[config.mk]
export PLATFORM = sky130hd
export DESIGN_NAME = xorshift64_range_generator_flat
export DESIGN_NICKNAME = d
export VERILOG_FILES = /design/src/rtl/xrg_pkg.sv /design/src/rtl/xrg_req_if.sv /design/src/rtl/xrg_rsp_if.sv /design/src/rtl/xorshift64_range_generator.sv /design/src/rtl/xrg_divider.sv /design/src/flat_wrapper.sv
export SDC_FILE = /design/constraint.sdc
export NUM_CORES = 1
export LEC_CHECK = 0
export ABC_AREA = 1
export ABC_CLOCK_PERIOD_IN_PS = 4900
export BUFFER_PORTS_ARGS = -buffer_cell sky130_fd_sc_hd__buf_2
export CORE_UTILIZATION = 35
export DETAILED_ROUTE_END_ITERATION = 10
export SLEW_MARGIN = 10
export SYNTH_ARGS = -nofsm -noshare
export SYNTH_HDL_FRONTEND = slang
export SYNTH_SLANG_ARGS = --single-unit
[constraint.sdc]
create_clock -name clk -period 4.9 [get_ports clk]
set_clock_uncertainty 0.05 [all_clocks]
set_input_delay 0 -clock clk [delete_from_list [all_inputs] [get_ports clk]]
set_output_delay 0 -clock clk [all_outputs]
set_load 0.03 [all_outputs]
[src/rtl/xrg_pkg.sv]
`timescale 1ns / 1ps
package xrg_pkg;

	// field widths
	localparam int unsigned STATE_W = 64;
	localparam int unsigned INT_W   = 32;
	localparam int unsigned SPAN_W  = INT_W + 1;
	localparam int unsigned OP_W    = 2;

	// remainder unit bit counter
	localparam int unsigned DIV_CNT_W = $clog2(STATE_W);

	// xorshift shift amounts
	localparam int unsigned SHIFT_A = 13;
	localparam int unsigned SHIFT_B = 7;
	localparam int unsigned SHIFT_C = 17;

	// fraction output shifts: 24-bit and 53-bit fractions
	localparam int unsigned FRAC24_SHIFT = STATE_W - 24;
	localparam int unsigned FRAC53_SHIFT = STATE_W - 53;

	localparam logic [STATE_W-1:0] STATE_ONE = STATE_W'(1);
	localparam logic [STATE_W-1:0] STATE_MAX = '1;

	// request opcodes
	localparam logic [OP_W-1:0] OP_RAW    = 2'd0;
	localparam logic [OP_W-1:0] OP_RANGE  = 2'd1;
	localparam logic [OP_W-1:0] OP_FRAC24 = 2'd2;
	localparam logic [OP_W-1:0] OP_FRAC53 = 2'd3;

	// remainder unit request and response
	typedef struct packed {
		logic               start;
		logic [STATE_W-1:0] dividend;
		logic [SPAN_W-1:0]  divisor;
	} div_req_t;

	typedef struct packed {
		logic              done;
		logic [SPAN_W-1:0] remainder;
	} div_rsp_t;

	// one xorshift step
	function automatic logic [STATE_W-1:0] xs_next(input logic [STATE_W-1:0] s);
		logic [STATE_W-1:0] t;
		t = s ^ (s << SHIFT_A);
		t = t ^ (t >> SHIFT_B);
		t = t ^ (t << SHIFT_C);
		return t;
	endfunction

endpackage

[src/rtl/xrg_req_if.sv]
`timescale 1ns / 1ps
interface xrg_req_if;
	logic                                valid;
	logic                                ready;
	logic [xrg_pkg::OP_W-1:0]            opcode;
	logic signed [xrg_pkg::INT_W-1:0]    range_min;
	logic signed [xrg_pkg::INT_W-1:0]    range_max;

	modport source (output valid, output opcode, output range_min, output range_max,
		input ready);
	modport sink (input valid, input opcode, input range_min, input range_max,
		output ready);
endinterface

[src/rtl/xrg_rsp_if.sv]
`timescale 1ns / 1ps
interface xrg_rsp_if;
	logic                               valid;
	logic                               ready;
	logic signed [xrg_pkg::INT_W-1:0]   int_value;
	logic [xrg_pkg::STATE_W-1:0]        bits_value;
	logic                               bad_range;

	modport source (output valid, output int_value, output bits_value, output bad_range,
		input ready);
	modport sink (input valid, input int_value, input bits_value, input bad_range,
		output ready);
endinterface

[src/rtl/xorshift64_range_generator.sv]
`timescale 1ns / 1ps
// 64-bit xorshift generator (shifts 13, 7, 17) serving one request per transaction.
// req carries opcode, range_min and range_max; rsp returns int_value, bits_value
// and bad_range. Both are valid/ready channels; a transaction completes when
// valid and ready are high at a rising edge. seed_we with seed_wdata reloads the
// state (zero loads one); write it only while no request is in flight.
// Raw and fraction requests, and a ranged request with min above max, pass from
// acceptance to the finish state and are loaded into the output register when it
// is free. A ranged request runs the serial remainder unit twice (once for the
// rejection limit, once to reduce the accepted draw), with draws tried between, and
// each rejected draw is followed by another. The remainder unit takes one dividend bit per cycle.
// The block takes one request at a time; req.ready is high while idle, even if
// a finished result still waits in the output register. If the receiver stalls,
// the result holds and the next finished result waits until it is taken.
// arst_n clears the handshakes and loads a state of one.
module xorshift64_range_generator (
	input  logic                         clk,
	input  logic                         arst_n,
	xrg_req_if.sink                      req,
	xrg_rsp_if.source                    rsp,
	input  logic                         seed_we,
	input  logic [xrg_pkg::STATE_W-1:0]  seed_wdata
);

	typedef enum logic [2:0] {
		ST_IDLE,
		ST_LIMIT,
		ST_DRAW,
		ST_REDUCE,
		ST_FINISH
	} state_t;

	state_t                          state_q;
	logic [xrg_pkg::STATE_W-1:0]     gen_q;
	logic [xrg_pkg::STATE_W-1:0]     limit_q;
	logic [xrg_pkg::SPAN_W-1:0]      span_q;
	logic [xrg_pkg::INT_W-1:0]       lo_q;
	logic [xrg_pkg::INT_W-1:0]       int_q;
	logic [xrg_pkg::STATE_W-1:0]     bits_q;
	logic                            bad_q;
	logic                            out_valid_q;
	logic [xrg_pkg::INT_W-1:0]       out_int_q;
	logic [xrg_pkg::STATE_W-1:0]     out_bits_q;
	logic                            out_bad_q;

	logic [xrg_pkg::STATE_W-1:0]     gen_nxt;
	logic                            req_fire;
	logic                            in_bad;
	logic [xrg_pkg::SPAN_W-1:0]      in_span;
	logic                            draw_ok;
	logic                            out_free;
	xrg_pkg::div_req_t               div_req;
	xrg_pkg::div_rsp_t               div_rsp;

	// next state and request decode
	always_comb begin
		gen_nxt  = xrg_pkg::xs_next(gen_q);
		req_fire = req.valid && (state_q == ST_IDLE);
		in_bad   = (req.range_min > req.range_max);
		in_span  = {req.range_max[xrg_pkg::INT_W-1], req.range_max}
			- {req.range_min[xrg_pkg::INT_W-1], req.range_min} + xrg_pkg::SPAN_W'(1);
		draw_ok  = (gen_nxt < limit_q);
		out_free = !out_valid_q || rsp.ready;
	end

	// remainder unit requests: limit first, then reduction of the accepted draw
	always_comb begin
		div_req = '0;
		if (req_fire && req.opcode == xrg_pkg::OP_RANGE && !in_bad) begin
			div_req.start    = 1'b1;
			div_req.dividend = xrg_pkg::STATE_MAX;
			div_req.divisor  = in_span;
		end else if (state_q == ST_DRAW && draw_ok) begin
			div_req.start    = 1'b1;
			div_req.dividend = gen_nxt;
			div_req.divisor  = span_q;
		end
	end

	xrg_divider u_divider (
		.clk    (clk),
		.arst_n (arst_n),
		.req    (div_req),
		.rsp    (div_rsp)
	);

	// sequencer, generator state and output register
	always_ff @(posedge clk or negedge arst_n) begin
		if (!arst_n) begin
			state_q     <= ST_IDLE;
			gen_q       <= xrg_pkg::STATE_ONE;
			limit_q     <= '0;
			span_q      <= '0;
			lo_q        <= '0;
			int_q       <= '0;
			bits_q      <= '0;
			bad_q       <= 1'b0;
			out_valid_q <= 1'b0;
			out_int_q   <= '0;
			out_bits_q  <= '0;
			out_bad_q   <= 1'b0;
		end else begin
			if (out_valid_q && rsp.ready) begin
				out_valid_q <= 1'b0;
			end
			if (seed_we) begin
				gen_q <= (seed_wdata == '0) ? xrg_pkg::STATE_ONE : seed_wdata;
			end
			case (state_q)
				ST_IDLE: begin
					if (req_fire) begin
						int_q  <= '0;
						bits_q <= '0;
						bad_q  <= 1'b0;
						lo_q   <= req.range_min;
						span_q <= in_span;
						state_q <= ST_FINISH;
						case (req.opcode)
							xrg_pkg::OP_RAW: begin
								gen_q  <= gen_nxt;
								bits_q <= gen_nxt;
							end
							xrg_pkg::OP_RANGE: begin
								if (in_bad) begin
									bad_q <= 1'b1;
								end else begin
									state_q <= ST_LIMIT;
								end
							end
							xrg_pkg::OP_FRAC24: begin
								gen_q  <= gen_nxt;
								bits_q <= gen_nxt >> xrg_pkg::FRAC24_SHIFT;
							end
							default: begin
								gen_q  <= gen_nxt;
								bits_q <= gen_nxt >> xrg_pkg::FRAC53_SHIFT;
							end
						endcase
					end
				end
				ST_LIMIT: begin
					if (div_rsp.done) begin
						limit_q <= xrg_pkg::STATE_MAX
							- {{(xrg_pkg::STATE_W - xrg_pkg::SPAN_W){1'b0}}, div_rsp.remainder};
						state_q <= ST_DRAW;
					end
				end
				ST_DRAW: begin
					// one draw per cycle, rejected draws fall through to the next
					gen_q <= gen_nxt;
					if (draw_ok) begin
						state_q <= ST_REDUCE;
					end
				end
				ST_REDUCE: begin
					if (div_rsp.done) begin
						int_q   <= lo_q + div_rsp.remainder[xrg_pkg::INT_W-1:0];
						state_q <= ST_FINISH;
					end
				end
				ST_FINISH: begin
					if (out_free) begin
						out_valid_q <= 1'b1;
						out_int_q   <= int_q;
						out_bits_q  <= bits_q;
						out_bad_q   <= bad_q;
						state_q     <= ST_IDLE;
					end
				end
				default: begin
					state_q <= ST_IDLE;
				end
			endcase
		end
	end

	assign req.ready      = (state_q == ST_IDLE);
	assign rsp.valid      = out_valid_q;
	assign rsp.int_value  = out_int_q;
	assign rsp.bits_value = out_bits_q;
	assign rsp.bad_range  = out_bad_q;

endmodule

[src/rtl/xrg_divider.sv]
`timescale 1ns / 1ps
// bit-serial restoring remainder unit, one dividend bit per cycle
module xrg_divider (
	input  logic               clk,
	input  logic               arst_n,
	input  xrg_pkg::div_req_t  req,
	output xrg_pkg::div_rsp_t  rsp
);

	logic                            busy_q;
	logic                            done_q;
	logic [xrg_pkg::DIV_CNT_W-1:0]   cnt_q;
	logic [xrg_pkg::STATE_W-1:0]     dvd_q;
	logic [xrg_pkg::SPAN_W-1:0]      dvs_q;
	logic [xrg_pkg::SPAN_W-1:0]      rem_q;

	logic [xrg_pkg::SPAN_W:0]        rem_sh;
	logic [xrg_pkg::SPAN_W:0]        rem_diff;
	logic [xrg_pkg::SPAN_W-1:0]      rem_nxt;

	// shift in next dividend bit, subtract when it fits
	always_comb begin
		rem_sh   = {rem_q, dvd_q[xrg_pkg::STATE_W-1]};
		rem_diff = rem_sh - {1'b0, dvs_q};
		if (rem_sh >= {1'b0, dvs_q}) begin
			rem_nxt = rem_diff[xrg_pkg::SPAN_W-1:0];
		end else begin
			rem_nxt = rem_sh[xrg_pkg::SPAN_W-1:0];
		end
	end

	always_ff @(posedge clk or negedge arst_n) begin
		if (!arst_n) begin
			busy_q <= 1'b0;
			done_q <= 1'b0;
			cnt_q  <= '0;
			dvd_q  <= '0;
			dvs_q  <= '0;
			rem_q  <= '0;
		end else begin
			done_q <= 1'b0;
			if (req.start) begin
				busy_q <= 1'b1;
				cnt_q  <= '0;
				dvd_q  <= req.dividend;
				dvs_q  <= req.divisor;
				rem_q  <= '0;
			end else if (busy_q) begin
				rem_q <= rem_nxt;
				dvd_q <= dvd_q << 1;
				cnt_q <= cnt_q + 1'b1;
				if (cnt_q == '1) begin
					busy_q <= 1'b0;
					done_q <= 1'b1;
				end
			end
		end
	end

	assign rsp.done      = done_q;
	assign rsp.remainder = rem_q;

endmodule
[src/flat_wrapper.sv]
// flat-port wrapper written by rule: the top's interface ports become plain ports
module xorshift64_range_generator_flat 
  (clk, arst_n, seed_we, seed_wdata, req_valid, req_opcode, req_range_min, req_range_max, req_ready, rsp_valid, rsp_int_value, rsp_bits_value, rsp_bad_range, rsp_ready);
  xrg_req_if req_i ();
  xrg_rsp_if rsp_i ();
  input  logic clk;
  input  logic arst_n;
  input  logic seed_we;
  input  logic [xrg_pkg::STATE_W-1:0] seed_wdata;
  input wire logic [$bits(req_i.valid)-1:0] req_valid;
  input wire logic [$bits(req_i.opcode)-1:0] req_opcode;
  input wire logic [$bits(req_i.range_min)-1:0] req_range_min;
  input wire logic [$bits(req_i.range_max)-1:0] req_range_max;
  output wire logic [$bits(req_i.ready)-1:0] req_ready;
  output wire logic [$bits(rsp_i.valid)-1:0] rsp_valid;
  output wire logic [$bits(rsp_i.int_value)-1:0] rsp_int_value;
  output wire logic [$bits(rsp_i.bits_value)-1:0] rsp_bits_value;
  output wire logic [$bits(rsp_i.bad_range)-1:0] rsp_bad_range;
  input wire logic [$bits(rsp_i.ready)-1:0] rsp_ready;
  assign req_i.valid = req_valid;
  assign req_i.opcode = req_opcode;
  assign req_i.range_min = req_range_min;
  assign req_i.range_max = req_range_max;
  assign req_ready = req_i.ready;
  assign rsp_valid = rsp_i.valid;
  assign rsp_int_value = rsp_i.int_value;
  assign rsp_bits_value = rsp_i.bits_value;
  assign rsp_bad_range = rsp_i.bad_range;
  assign rsp_i.ready = rsp_ready;
  xorshift64_range_generator u_core (.clk(clk), .arst_n(arst_n), .req(req_i), .rsp(rsp_i), .seed_we(seed_we), .seed_wdata(seed_wdata));
endmodule
Word-level counts from Yosys, hierarchy flattened
Cells that the tools add are included.
{ "totals": {"regBits": 529, "input_bits": 135, "output_inout_bits": 99, "wordCells": 97} }
{ "op_classes": {"addsub": 6, "n_lt_le_gt_ge": 3, "eq_ne": 12, "mux": 37, "bitwise": 3, "reduce_logical": 18} }
{ "op_table": {"columns": ["op", "count"], "rows": [
  ["$mux W64", 6],
  ["$mux W98", 2],
  ["$pmux W64 S3", 1],
  ["$pmux W64 S2", 1],
  ["$xor A64 B64 Y64", 2],
  ["$mux W33", 3],
  ["$logic_not A64 Y1", 1],
  ["$lt A64 B64 Y1", 1],
  ["$mux W32", 2],
  ["$pmux W32 S2", 1],
  ["$xor A64 B57 Y64", 1],
  ["$sub A1 B34 Y35 const A", 1],
  ["$ge A34 B33 Y1", 1],
  ["$add A33 B1 Y33 const B", 1],
  ["$sub A32 B32 Y33", 1],
  ["$sub A33 B33 Y33", 1],
  ["$add A32 B32 Y32", 1],
  ["$gt A32 B32 Y1", 1],
  ["$mux W3", 7],
  ["$pmux W3 S5", 1],
  ["$mux W6", 2],
  ["$mux W1", 11],
  ["$add A6 B1 Y6 const B", 1],
  ["$eq A3 B2 Y1 const B", 2],
  ["other kinds (16)", 27]
]} }

Depth between registers and ports, before layout
Gate-level depths: netlist (run 1).
{ "logic_depth": {"word_depth": 8, "mapped_depth": 22, "ltp_nobuf": 20} }

Modules after synthesis
From an unflattened synthesis (run 1), not the netlist that was laid out.
{ "unflattened": {"cells_unflattened": 4167, "hier_area_um2": 32033.2} }
{ "modules_own_cells": {"columns": ["mod", "instances", "cells_each", "area_each_um2", "seq_area_each_um2"], "rows": [
  ["xorshift64_range_generator", 1, 2956, 23311.1, 9034.9],
  ["xrg_divider", 1, 1211, 8722.1, 3453.3]
]} }

Worst setup path before layout (run 1)
Ideal clock, no wire load.
{ "synth_path": {"kind": "reg2reg", "start": "register u_core.gen_q[34] (netlist name)", "end": "register u_core.u_divider.dvd_q[29] (netlist name)", "setup_ns": 0.123, "arrival_time_ns": 3.186, "required_time_ns": 4.727, "slack_ns": 1.541, "path_stages_with_launch": 22, "n_path_buf": 3, "synth_period_minus_slack_ns": 3.359, "path_cell_list": "dfrtp_1 > xnor2_1 > xor2_1 > inv_1 > or2_2 > nand2_1 > inv_1 > ha_1 > a21oi_1 > o21a_1 > nor2_1 > nor2_1 > o21ai_0 > a21oi_2 > nand3_4 > buf_8 > nand3_4 > inv_2 > buf_8 > buf_12 > nand2_2 > nand2_1"} }
{ "synth_between": {"elab_chain_cells": 8, "elab_cells_between_ends": 9, "classes_between": "order compare (1); mux (3); bitwise (3); reduce/logical (2)"} }
{ "synth_rtl": {"columns": ["item", "line", "source"], "rows": [
  ["start: declaration", "xorshift64_range_generator.sv:34", "logic [xrg_pkg::STATE_W-1:0] gen_q;"],
  ["start signal: assignment", "xorshift64_range_generator.sv:91", "gen_q <= xrg_pkg::STATE_ONE;"],
  ["start signal: assignment", "xorshift64_range_generator.sv:107", "gen_q <= (seed_wdata == '0) ? xrg_pkg::STATE_ONE : seed_wdata;"],
  ["start signal: assignment", "xorshift64_range_generator.sv:120", "gen_q <= gen_nxt;"],
  ["$xor A64 B64 Y64 (*)", "xrg_pkg.sv:46", "t = s ^ (s << SHIFT_A);"],
  ["$xor A64 B57 Y64 (*)", "xrg_pkg.sv:47", "t = t ^ (t >> SHIFT_B);"],
  ["$xor A64 B64 Y64 (*)", "xrg_pkg.sv:48", "t = t ^ (t << SHIFT_C);"],
  ["$lt A64 B64 Y1 (*)", "xorshift64_range_generator.sv:62", "draw_ok = (gen_nxt < limit_q);"],
  ["$logic_and A1 B1 Y1 (*)", "xorshift64_range_generator.sv:73", "end else if (state_q == ST_DRAW && draw_ok) begin"],
  ["$mux W98 (*)", "xorshift64_range_generator.sv:73", null],
  ["$mux W98 (*)", "xorshift64_range_generator.sv:69", "if (req_fire && req.opcode == xrg_pkg::OP_RANGE && !in_bad) begin"],
  ["$mux W64 or $reduce_bool A2 Y1 (tied branches)", null, null],
  ["end signal: assignment", "xrg_divider.sv:45", "dvd_q <= req.dividend;"],
  ["end signal: assignment", "xrg_divider.sv:50", "dvd_q <= dvd_q << 1;"],
  ["end: declaration", "xrg_divider.sv:13", "logic [xrg_pkg::STATE_W-1:0] dvd_q;"]
]} }
Mark *: on every way between the ends. The rest lies on a longest branch, timed or not.
A chain may end at the register's enable or synchronous reset.

Final worst setup path (run 1)
{ "layout_path": {"start": "register u_core.gen_q[25] (netlist name)", "end": "register u_core.u_divider.rem_q[8] (netlist name)"} }
{ "layout_between": {"elab_chain_cells": 8, "elab_cells_between_ends": 9, "classes_between": "order compare (1); mux (3); bitwise (3); reduce/logical (2)"} }
{ "layout_rtl": {"columns": ["item", "line", "source"], "rows": [
  ["$xor A64 B64 Y64 (*)", "xrg_pkg.sv:46", null],
  ["$xor A64 B57 Y64 (*)", "xrg_pkg.sv:47", null],
  ["$xor A64 B64 Y64 (*)", "xrg_pkg.sv:48", null],
  ["$lt A64 B64 Y1 (*)", "xorshift64_range_generator.sv:62", null],
  ["$logic_and A1 B1 Y1 (*)", "xorshift64_range_generator.sv:73", null],
  ["$mux W98 (*)", "xorshift64_range_generator.sv:73", null],
  ["$mux W98 (*)", "xorshift64_range_generator.sv:69", null],
  ["$mux W33 or $reduce_bool A2 Y1 (tied branches)", null, null],
  ["end signal: assignment", "xrg_divider.sv:49", "rem_q <= rem_nxt;"],
  ["end: declaration", "xrg_divider.sv:15", "logic [xrg_pkg::SPAN_W-1:0] rem_q;"]
]} }
Marked as above.

==> results.yml, run 1 <==
status:
  status: "finished, violations left"
  violations: "negative hold slack"
timing:
  rsz0062_at_grt: "no"
  holdWs_ns: -0.02934
  fin_tns_setup_ns: 0
  post-route-min-period_ns: 4.390
  max_freq_mhz: 227.8
  hold_violations: 18
  tightest_slew_ns: 1.138
  report.final.slew_viol_count: 0
  maxSlewHeadroom: 0.2393
  setup-violations-final: 0
  fin_crit_sh: 0.8958
die:
  initial_core_util: 0.3536
  die_h_um: 298.3
  die_w_um: 298.3
  ioPinCount: 234
  core_um2: 86890
  dieArea_um2: 88980
  rows: 108
routing:
  dr.pass1.iters: 6
  via_per_inst: 5.121
  routed_wl_um: 106800
  first_iter_violations: 2183
  wl_per_cell_um: 19.74
  postRouteAntennaNets: 0
  vias: 27730
  drc_errors: 0
clock_tree:
  cts_buffers: 56
  cts_setup_buffers: 0
  cts_sinks: 499
  clockBufferDepth: 3
  htreeDepth: 2
  clock-root-buffer: "clkbuf_16"
  cts_resized: 0
  cts_tree: "built"
  worstSkewPairLatency_ns: 0.65
  clk_pin_slew_ns: 0.06
logic_synthesis:
  syn-num-nets: 4223
  synth-async-reset-ratio: 1.000
  ys_types: 52
  synth-edff-count: 0
  ys_ff_latch: 499
  synth_ff_type: "dfrtp_1"
  syn_area_um2: 30730
  synthCells: 3862
  ys.warnings.count: 0
  seq_area_frac_synth: 0.4064
  syn_avg_cell_area_um2: 7.956
worst_setup_path:
  cp_slowest_stage_delay_ns: 0.45
  critPathKind: "register to register"
  r2r_slack_ns: 0.51
  cp_slowest_cell: "dfrtp_1"
  crit_cells: 17
  start_kind: "register"
  critPathBufInv: 4
  cp_top_family: "simple AND/OR/NAND/NOR gates"
  crit_chain: "xor2_1, xnor2_1, inv_1, or2_2, nand2_1, inv_1, ha_1, nand4_1, nor3_2, nand3b_1, nor4_4, nand2_4, nand3_4, nand3_2, buf_4, buf_4, o21ai_0"
  crit_end: "u_core.u_divider.rem_q[8]"
  worst_setup_path_end_kind: "register"
  crit_path_max_fanout: 21
  critPathArrivalTime_ns: 4.86
  crit_path_start: "u_core.gen_q[25]"
  r2r-start: "u_core.gen_q[25]"
  r2r_end: "u_core.u_divider.rem_q[8]"
  r2r_cells: 17
  required_ns: 5.37
hold_path:
  min_path_type: "input port to async pin"
global_route:
  gr-total-overflow: 0
  grt_pass1_vias: 26750
  grt_max_degree: 121
  antenna_found_initial: 1
  grtUsageTotal: 0.2374
  grt_pass1_wl_um: 163100
cells_and_area:
  drive_gt1_frac: 0.1270
  antenna_cells: 0
  final_nets: 4576
  area_growth_pct: 18.57
placement:
  portBuffers: 233
  place_congestion: 0.9678
  hpwlAfterDp_um: 81890
job:
  max_cap_viol_count: 0
## final cells by class
cell class	count	area (um2)
Tap cell	1155	1445
Timing Repair Buffer	435	3060
Clock inverter	27	247.7
Clock buffer	75	1584
Sequential cell	499	12490
Fill cell	8831	50450
Multi-Input combinational cell	2767	15890
Inverter	456	1713
## worst min-delay path by stage
stage / from / endpoint / slack [ns] / depth (start not counted)
floorplan: arst_n / u_core.bad_q / -0.35 / 0
global placement: arst_n / u_core.rsp.bits_value[60] / 0.11 / 1
detailed placement: arst_n / u_core.rsp.bits_value[62] / 0.1 / 1
CTS: seed_we / u_core.gen_q[32] / 0.003 / 3
global route: arst_n / u_core.rsp.bits_value[62] / 0.06 / 2
finish: arst_n / u_core.rsp.bits_value[62] / -0.03 / 2
## through the flow
step	util	setup slack [ns]	std cells	instance area (um2)	hold slack (ns)
6_report	0.4193	0.5103	5414	36430	-0.02934
3_3_place_gp	0.3853	0.6848	5200	33480	0.1103
3_5_place_dp	0.3853	0.5838	5200	33480	0.09538
2_1_floorplan	-	1.541	3862	30730	-0.3456
4_1_cts	0.4193	0.5589	5414	36430	0.003241
5_1_grt	0.4193	0.2902	5414	36430	0.06307
## layer usage
layer	vias up	part of all wire	global-route usage
li1	13440	-	-
met1	13200	0.44	0.3186
met2	885	0.46	0.3902
met3	207	0.053	0.02727
met4	2	0.041	0.09219
met5	-	0.00012	0
## cell families after synthesis
logic type | count (synthesis) | synth area share
simple gates | 1455 | 0.1957
compound gates | 838 | 0.1539
buf+inv | 596 | 0.07721
flops | 499 | 0.4064
fa+ha+maj | 226 | 0.09276
xor+xnor | 207 | 0.05900
mux | 41 | 0.01498
## worst register-to-register path, delay by kind of cell (launching register included)
| kind | cells | cell delay [ns] |
|---|---|---|
| DFF | 1 | 0.45 |
| buffers and inverters | 4 | 0.71 |
| xor gates and xnor gates | 2 | 0.63 |
| adders and majority gates | 1 | 0.34 |
| and+or+nand+nor | 9 | 1.86 |
| AOI/OAI and AO/OA | 1 | 0.23 |
## cell usage in the layout (no fill, tap or decap), types with 101 or more instances in the layout
cell type / count
a21oi_1: 184
buf_2: 232
dfrtp_1: 497
dlygate4sd3_1: 112
ha_1: 223
inv_1: 447
nand2_1: 951
nand3_1: 101
nor2_1: 243
o21ai_0: 404
xnor2_1: 109
## what timing repair did
| item | in CTS | in global routing |
|---|---|---|
| endpoints found under the hold margin | 231 | 0 |
| hold buffers | 112 | 0 |
| endpoints found under the setup margin | 0 | 0 |
## cell usage after synthesis (3+ instances only)
master / n / share of area
a21boi_0: 6 / 0.0015
a21o_1: 11 / 0.0027
a21oi_1: 184 / 0.030
a31oi_1: 47 / 0.0096
buf_1: 9 / 0.0011
buf_12: 5 / 0.0033
buf_2: 25 / 0.0041
clkbuf_1: 99 / 0.012
dfrtp_1: 498 / 0.41
fa_1: 3 / 0.0020
ha_1: 223 / 0.091
inv_1: 448 / 0.055
inv_2: 7 / 0.00086
mux2_2: 40 / 0.015
nand2_1: 953 / 0.12
nand2_2: 52 / 0.011
nand3_1: 102 / 0.017
nand3b_1: 4 / 0.00098
nand4_1: 37 / 0.0075
nor2_1: 244 / 0.030
nor3_1: 22 / 0.0036
nor4_1: 21 / 0.0043
o211ai_1: 55 / 0.013
o21a_1: 13 / 0.0032
o21ai_0: 404 / 0.066
o21ai_1: 7 / 0.0011
o21bai_1: 18 / 0.0044
o221ai_1: 30 / 0.0086
o22ai_1: 53 / 0.011
or2_2: 9 / 0.0018
xnor2_1: 109 / 0.031
xor2_1: 98 / 0.028
## sequential cells by signal (all words and copies together) (netlist names)
name	flops
u_core.bits_q	64
u_core.gen_q	64
u_core.rsp.bits_value	64
u_core.u_divider.dvd_q	64
u_core.limit_q	34
u_core.span_q	33
u_core.u_divider.dvs_q	33
u_core.u_divider.rem_q	33
u_core.int_q	32
u_core.lo_q	32
u_core.rsp.int_value	32
u_core.u_divider.cnt_q	6
u_core.state_q	3
u_core.bad_q	1
u_core.rsp.bad_range	1
u_core.rsp.valid	1
u_core.u_divider.busy_q	1
u_core.u_divider.done_q	1
Power of run 1 is not shown: default switching activity piles up to over one toggle a cycle in this logic, so the estimate is an artifact.
==> run 2, diff against run 1 <==
--- a/config.mk
+++ b/config.mk
@@ -9,6 +9,7 @@
 export ABC_CLOCK_PERIOD_IN_PS = 4900
 export BUFFER_PORTS_ARGS = -buffer_cell sky130_fd_sc_hd__buf_2
 export CORE_UTILIZATION = 35
+export CTS_CLUSTER_DIAMETER = 80
 export DETAILED_ROUTE_END_ITERATION = 10
 export SLEW_MARGIN = 10
 export SYNTH_ARGS = -nofsm -noshare
==> constraint.sdc (replaced) <==
create_clock -name clk -period 4.9 [get_ports clk]
set_clock_uncertainty 0.05 [all_clocks]
set_input_delay 0 -clock clk [delete_from_list [all_inputs] [get_ports clk]]
set_output_delay 0 -clock clk [all_outputs]
set_load 0.005 [all_outputs]
==> run 2 against run 1 <==
Compared with the run above:
- the run now ends clean
- count of clock-buffer cells in the layout shrank 4
- worst setup slack gained 0.028 ns
- global-route usage is essentially flat
- core utilization grew 0.17 points
- critical path type unchanged
- sequential share of layout area shrank 0.14 points
==> results.yml, run 2 (synthesis results as in run 1) <==
timing:
  max_freq_mhz: 229.3
  tightest_slew_ns: 1.116
  fin_crit_sh: 0.8901
  holdWs_ns: 0.03146
  hold_violations: 0
  maxSlewHeadroom: 0.2543
  fin_tns_setup_ns: 0
  fin_ws_ns: 0.5386
  setup-violations-final: 0
  rsz0062_at_grt: "no"
  post-route-min-period_ns: 4.361
  report.final.slew_viol_count: 0
clock_tree:
  worstSkewPairLatency_ns: 0.67
  cts_setup_buffers: 0
  clockBufferDepth: 3
  clk_pin_slew_ns: 0.06
  cts_buffers: 57
  htreeDepth: 2
  clock-root-buffer: "clkbuf_16"
  cts_sinks: 499
  cts_tree: "built"
routing:
  vias: 27800
  via_per_inst: 5.127
  drc_errors: 0
  wl_per_cell_um: 19.75
  first_iter_violations: 2073
  dr.pass1.iters: 6
  routed_wl_um: 107100
  postRouteAntennaNets: 0
placement:
  portBuffers: 233
  place_congestion: 0.9678
  hpwlAfterDp_um: 81890
  dpl_worst_slack_ns: 0.5838
cells_and_area:
  final_nets: 4581
  final_common_cell: "nand2_1"
  drive_gt1_frac: 0.1282
  final_cell_mix: "951 x nand2_1, 497 x dfrtp_1, 447 x inv_1"
  fin_util: 0.4210
  area_growth_pct: 19.06
worst_setup_path:
  r2r_cells: 17
  worst_setup_path_end_kind: "register"
  r2r_slack_ns: 0.54
  r2r-start: "u_core.gen_q[32]"
  required_ns: 5.42
  critPathArrivalTime_ns: 4.88
  start_kind: "register"
  critPathBufInv: 4
  cp_slowest_stage_delay_ns: 0.44
  critPathKind: "register to register"
  cp_slowest_cell: "dfrtp_1"
  crit_chain: "xor2_1, xnor2_1, inv_1, or2_2, nand2_1, inv_1, ha_1, nand4_1, nor3_2, nand3b_1, nor4_4, nand2_4, nand3_4, nand3_2, buf_4, buf_4, o21ai_0"
  r2r_end: "u_core.u_divider.rem_q[8]"
  cp_top_family: "simple AND/OR/NAND/NOR gates"
  crit_path_max_fanout: 21
hold_path:
  min_path_cells: 6
  min_path_type: "input port to register"
  min_to: "u_core.span_q[19]"
  min_from: "req_range_max[18]"
global_route:
  grt_pass1_wl_um: 163000
  antenna_found_initial: 0
  grt_max_degree: 121
  gr-total-overflow: 0
  grtUsageTotal: 0.2376
  grt_pass1_vias: 26830
die:
  dieArea_um2: 88980
  die_h_um: 298.3
  initial_core_util: 0.3536
  die_w_um: 298.3
  rows: 108
  core_um2: 86890
  ioPinCount: 234
status:
  status: "finished clean"
job:
  max_cap_viol_count: 0
[run 2: layout make-up]
type / instances / area [um2]
repair buffers: 439 / 3100
clock buffers: 71 / 1559
flip-flops and latches: 499 / 12490
diodes: 1 / 2.502
clock inverters: 34 / 380.4
multi-input cells: 2767 / 15890
fillers: 8791 / 50300
inverters: 456 / 1713
well taps: 1155 / 1445
[run 2: routing by layer]
layer | wire length [um] | share of wire | track usage | vias up
met2 | 49660 | 0.46 | 0.3896 | 807
met3 | 5143 | 0.048 | 0.02465 | 205
met5 | 0 | 0 | 0 | -
li1 | - | - | - | 13450
met4 | 4708 | 0.044 | 0.09707 | 0
met1 | 47550 | 0.44 | 0.3194 | 13340
[run 2: worst min-delay path, cell delays in order]
cell,delay [ns]
buf_2,0.12
ha_1,0.15
ha_1,0.19
xor2_1,0.14
nand2_1,0.07
nand2_1,0.04
[run 2: what timing repair did]
item	CTS	global route
hold buffers	116	0
hold endpoints to repair	259	0
resized for setup	0	0
[run 2: metrics by stage]
stage / area [um2] / std cells
2_1_floorplan: 30730 / 3862
3_3_place_gp: 33480 / 5200
3_5_place_dp: 33480 / 5200
4_1_cts: 36580 / 5421
5_1_grt: 36580 / 5421
6_report: 36580 / 5422
[run 2: worst max path at each step]
stage                     slack [ns]  cells past startpoint                    endpoint             start
after floorplan                 1.54                     21  u_core.u_divider.dvd_q[29]  u_core.gen_q[34]
after global placement          0.68                     18  u_core.u_divider.dvd_q[63]  u_core.gen_q[32]
after detailed placement        0.58                     17   u_core.u_divider.rem_q[8]  u_core.gen_q[32]
after CTS                       0.57                     17   u_core.u_divider.rem_q[8]  u_core.gen_q[32]
after global routing            0.30                     19  u_core.u_divider.dvd_q[28]  u_core.gen_q[25]
final                           0.54                     17   u_core.u_divider.rem_q[8]  u_core.gen_q[32]
Power of run 2 is left out for the same reason.
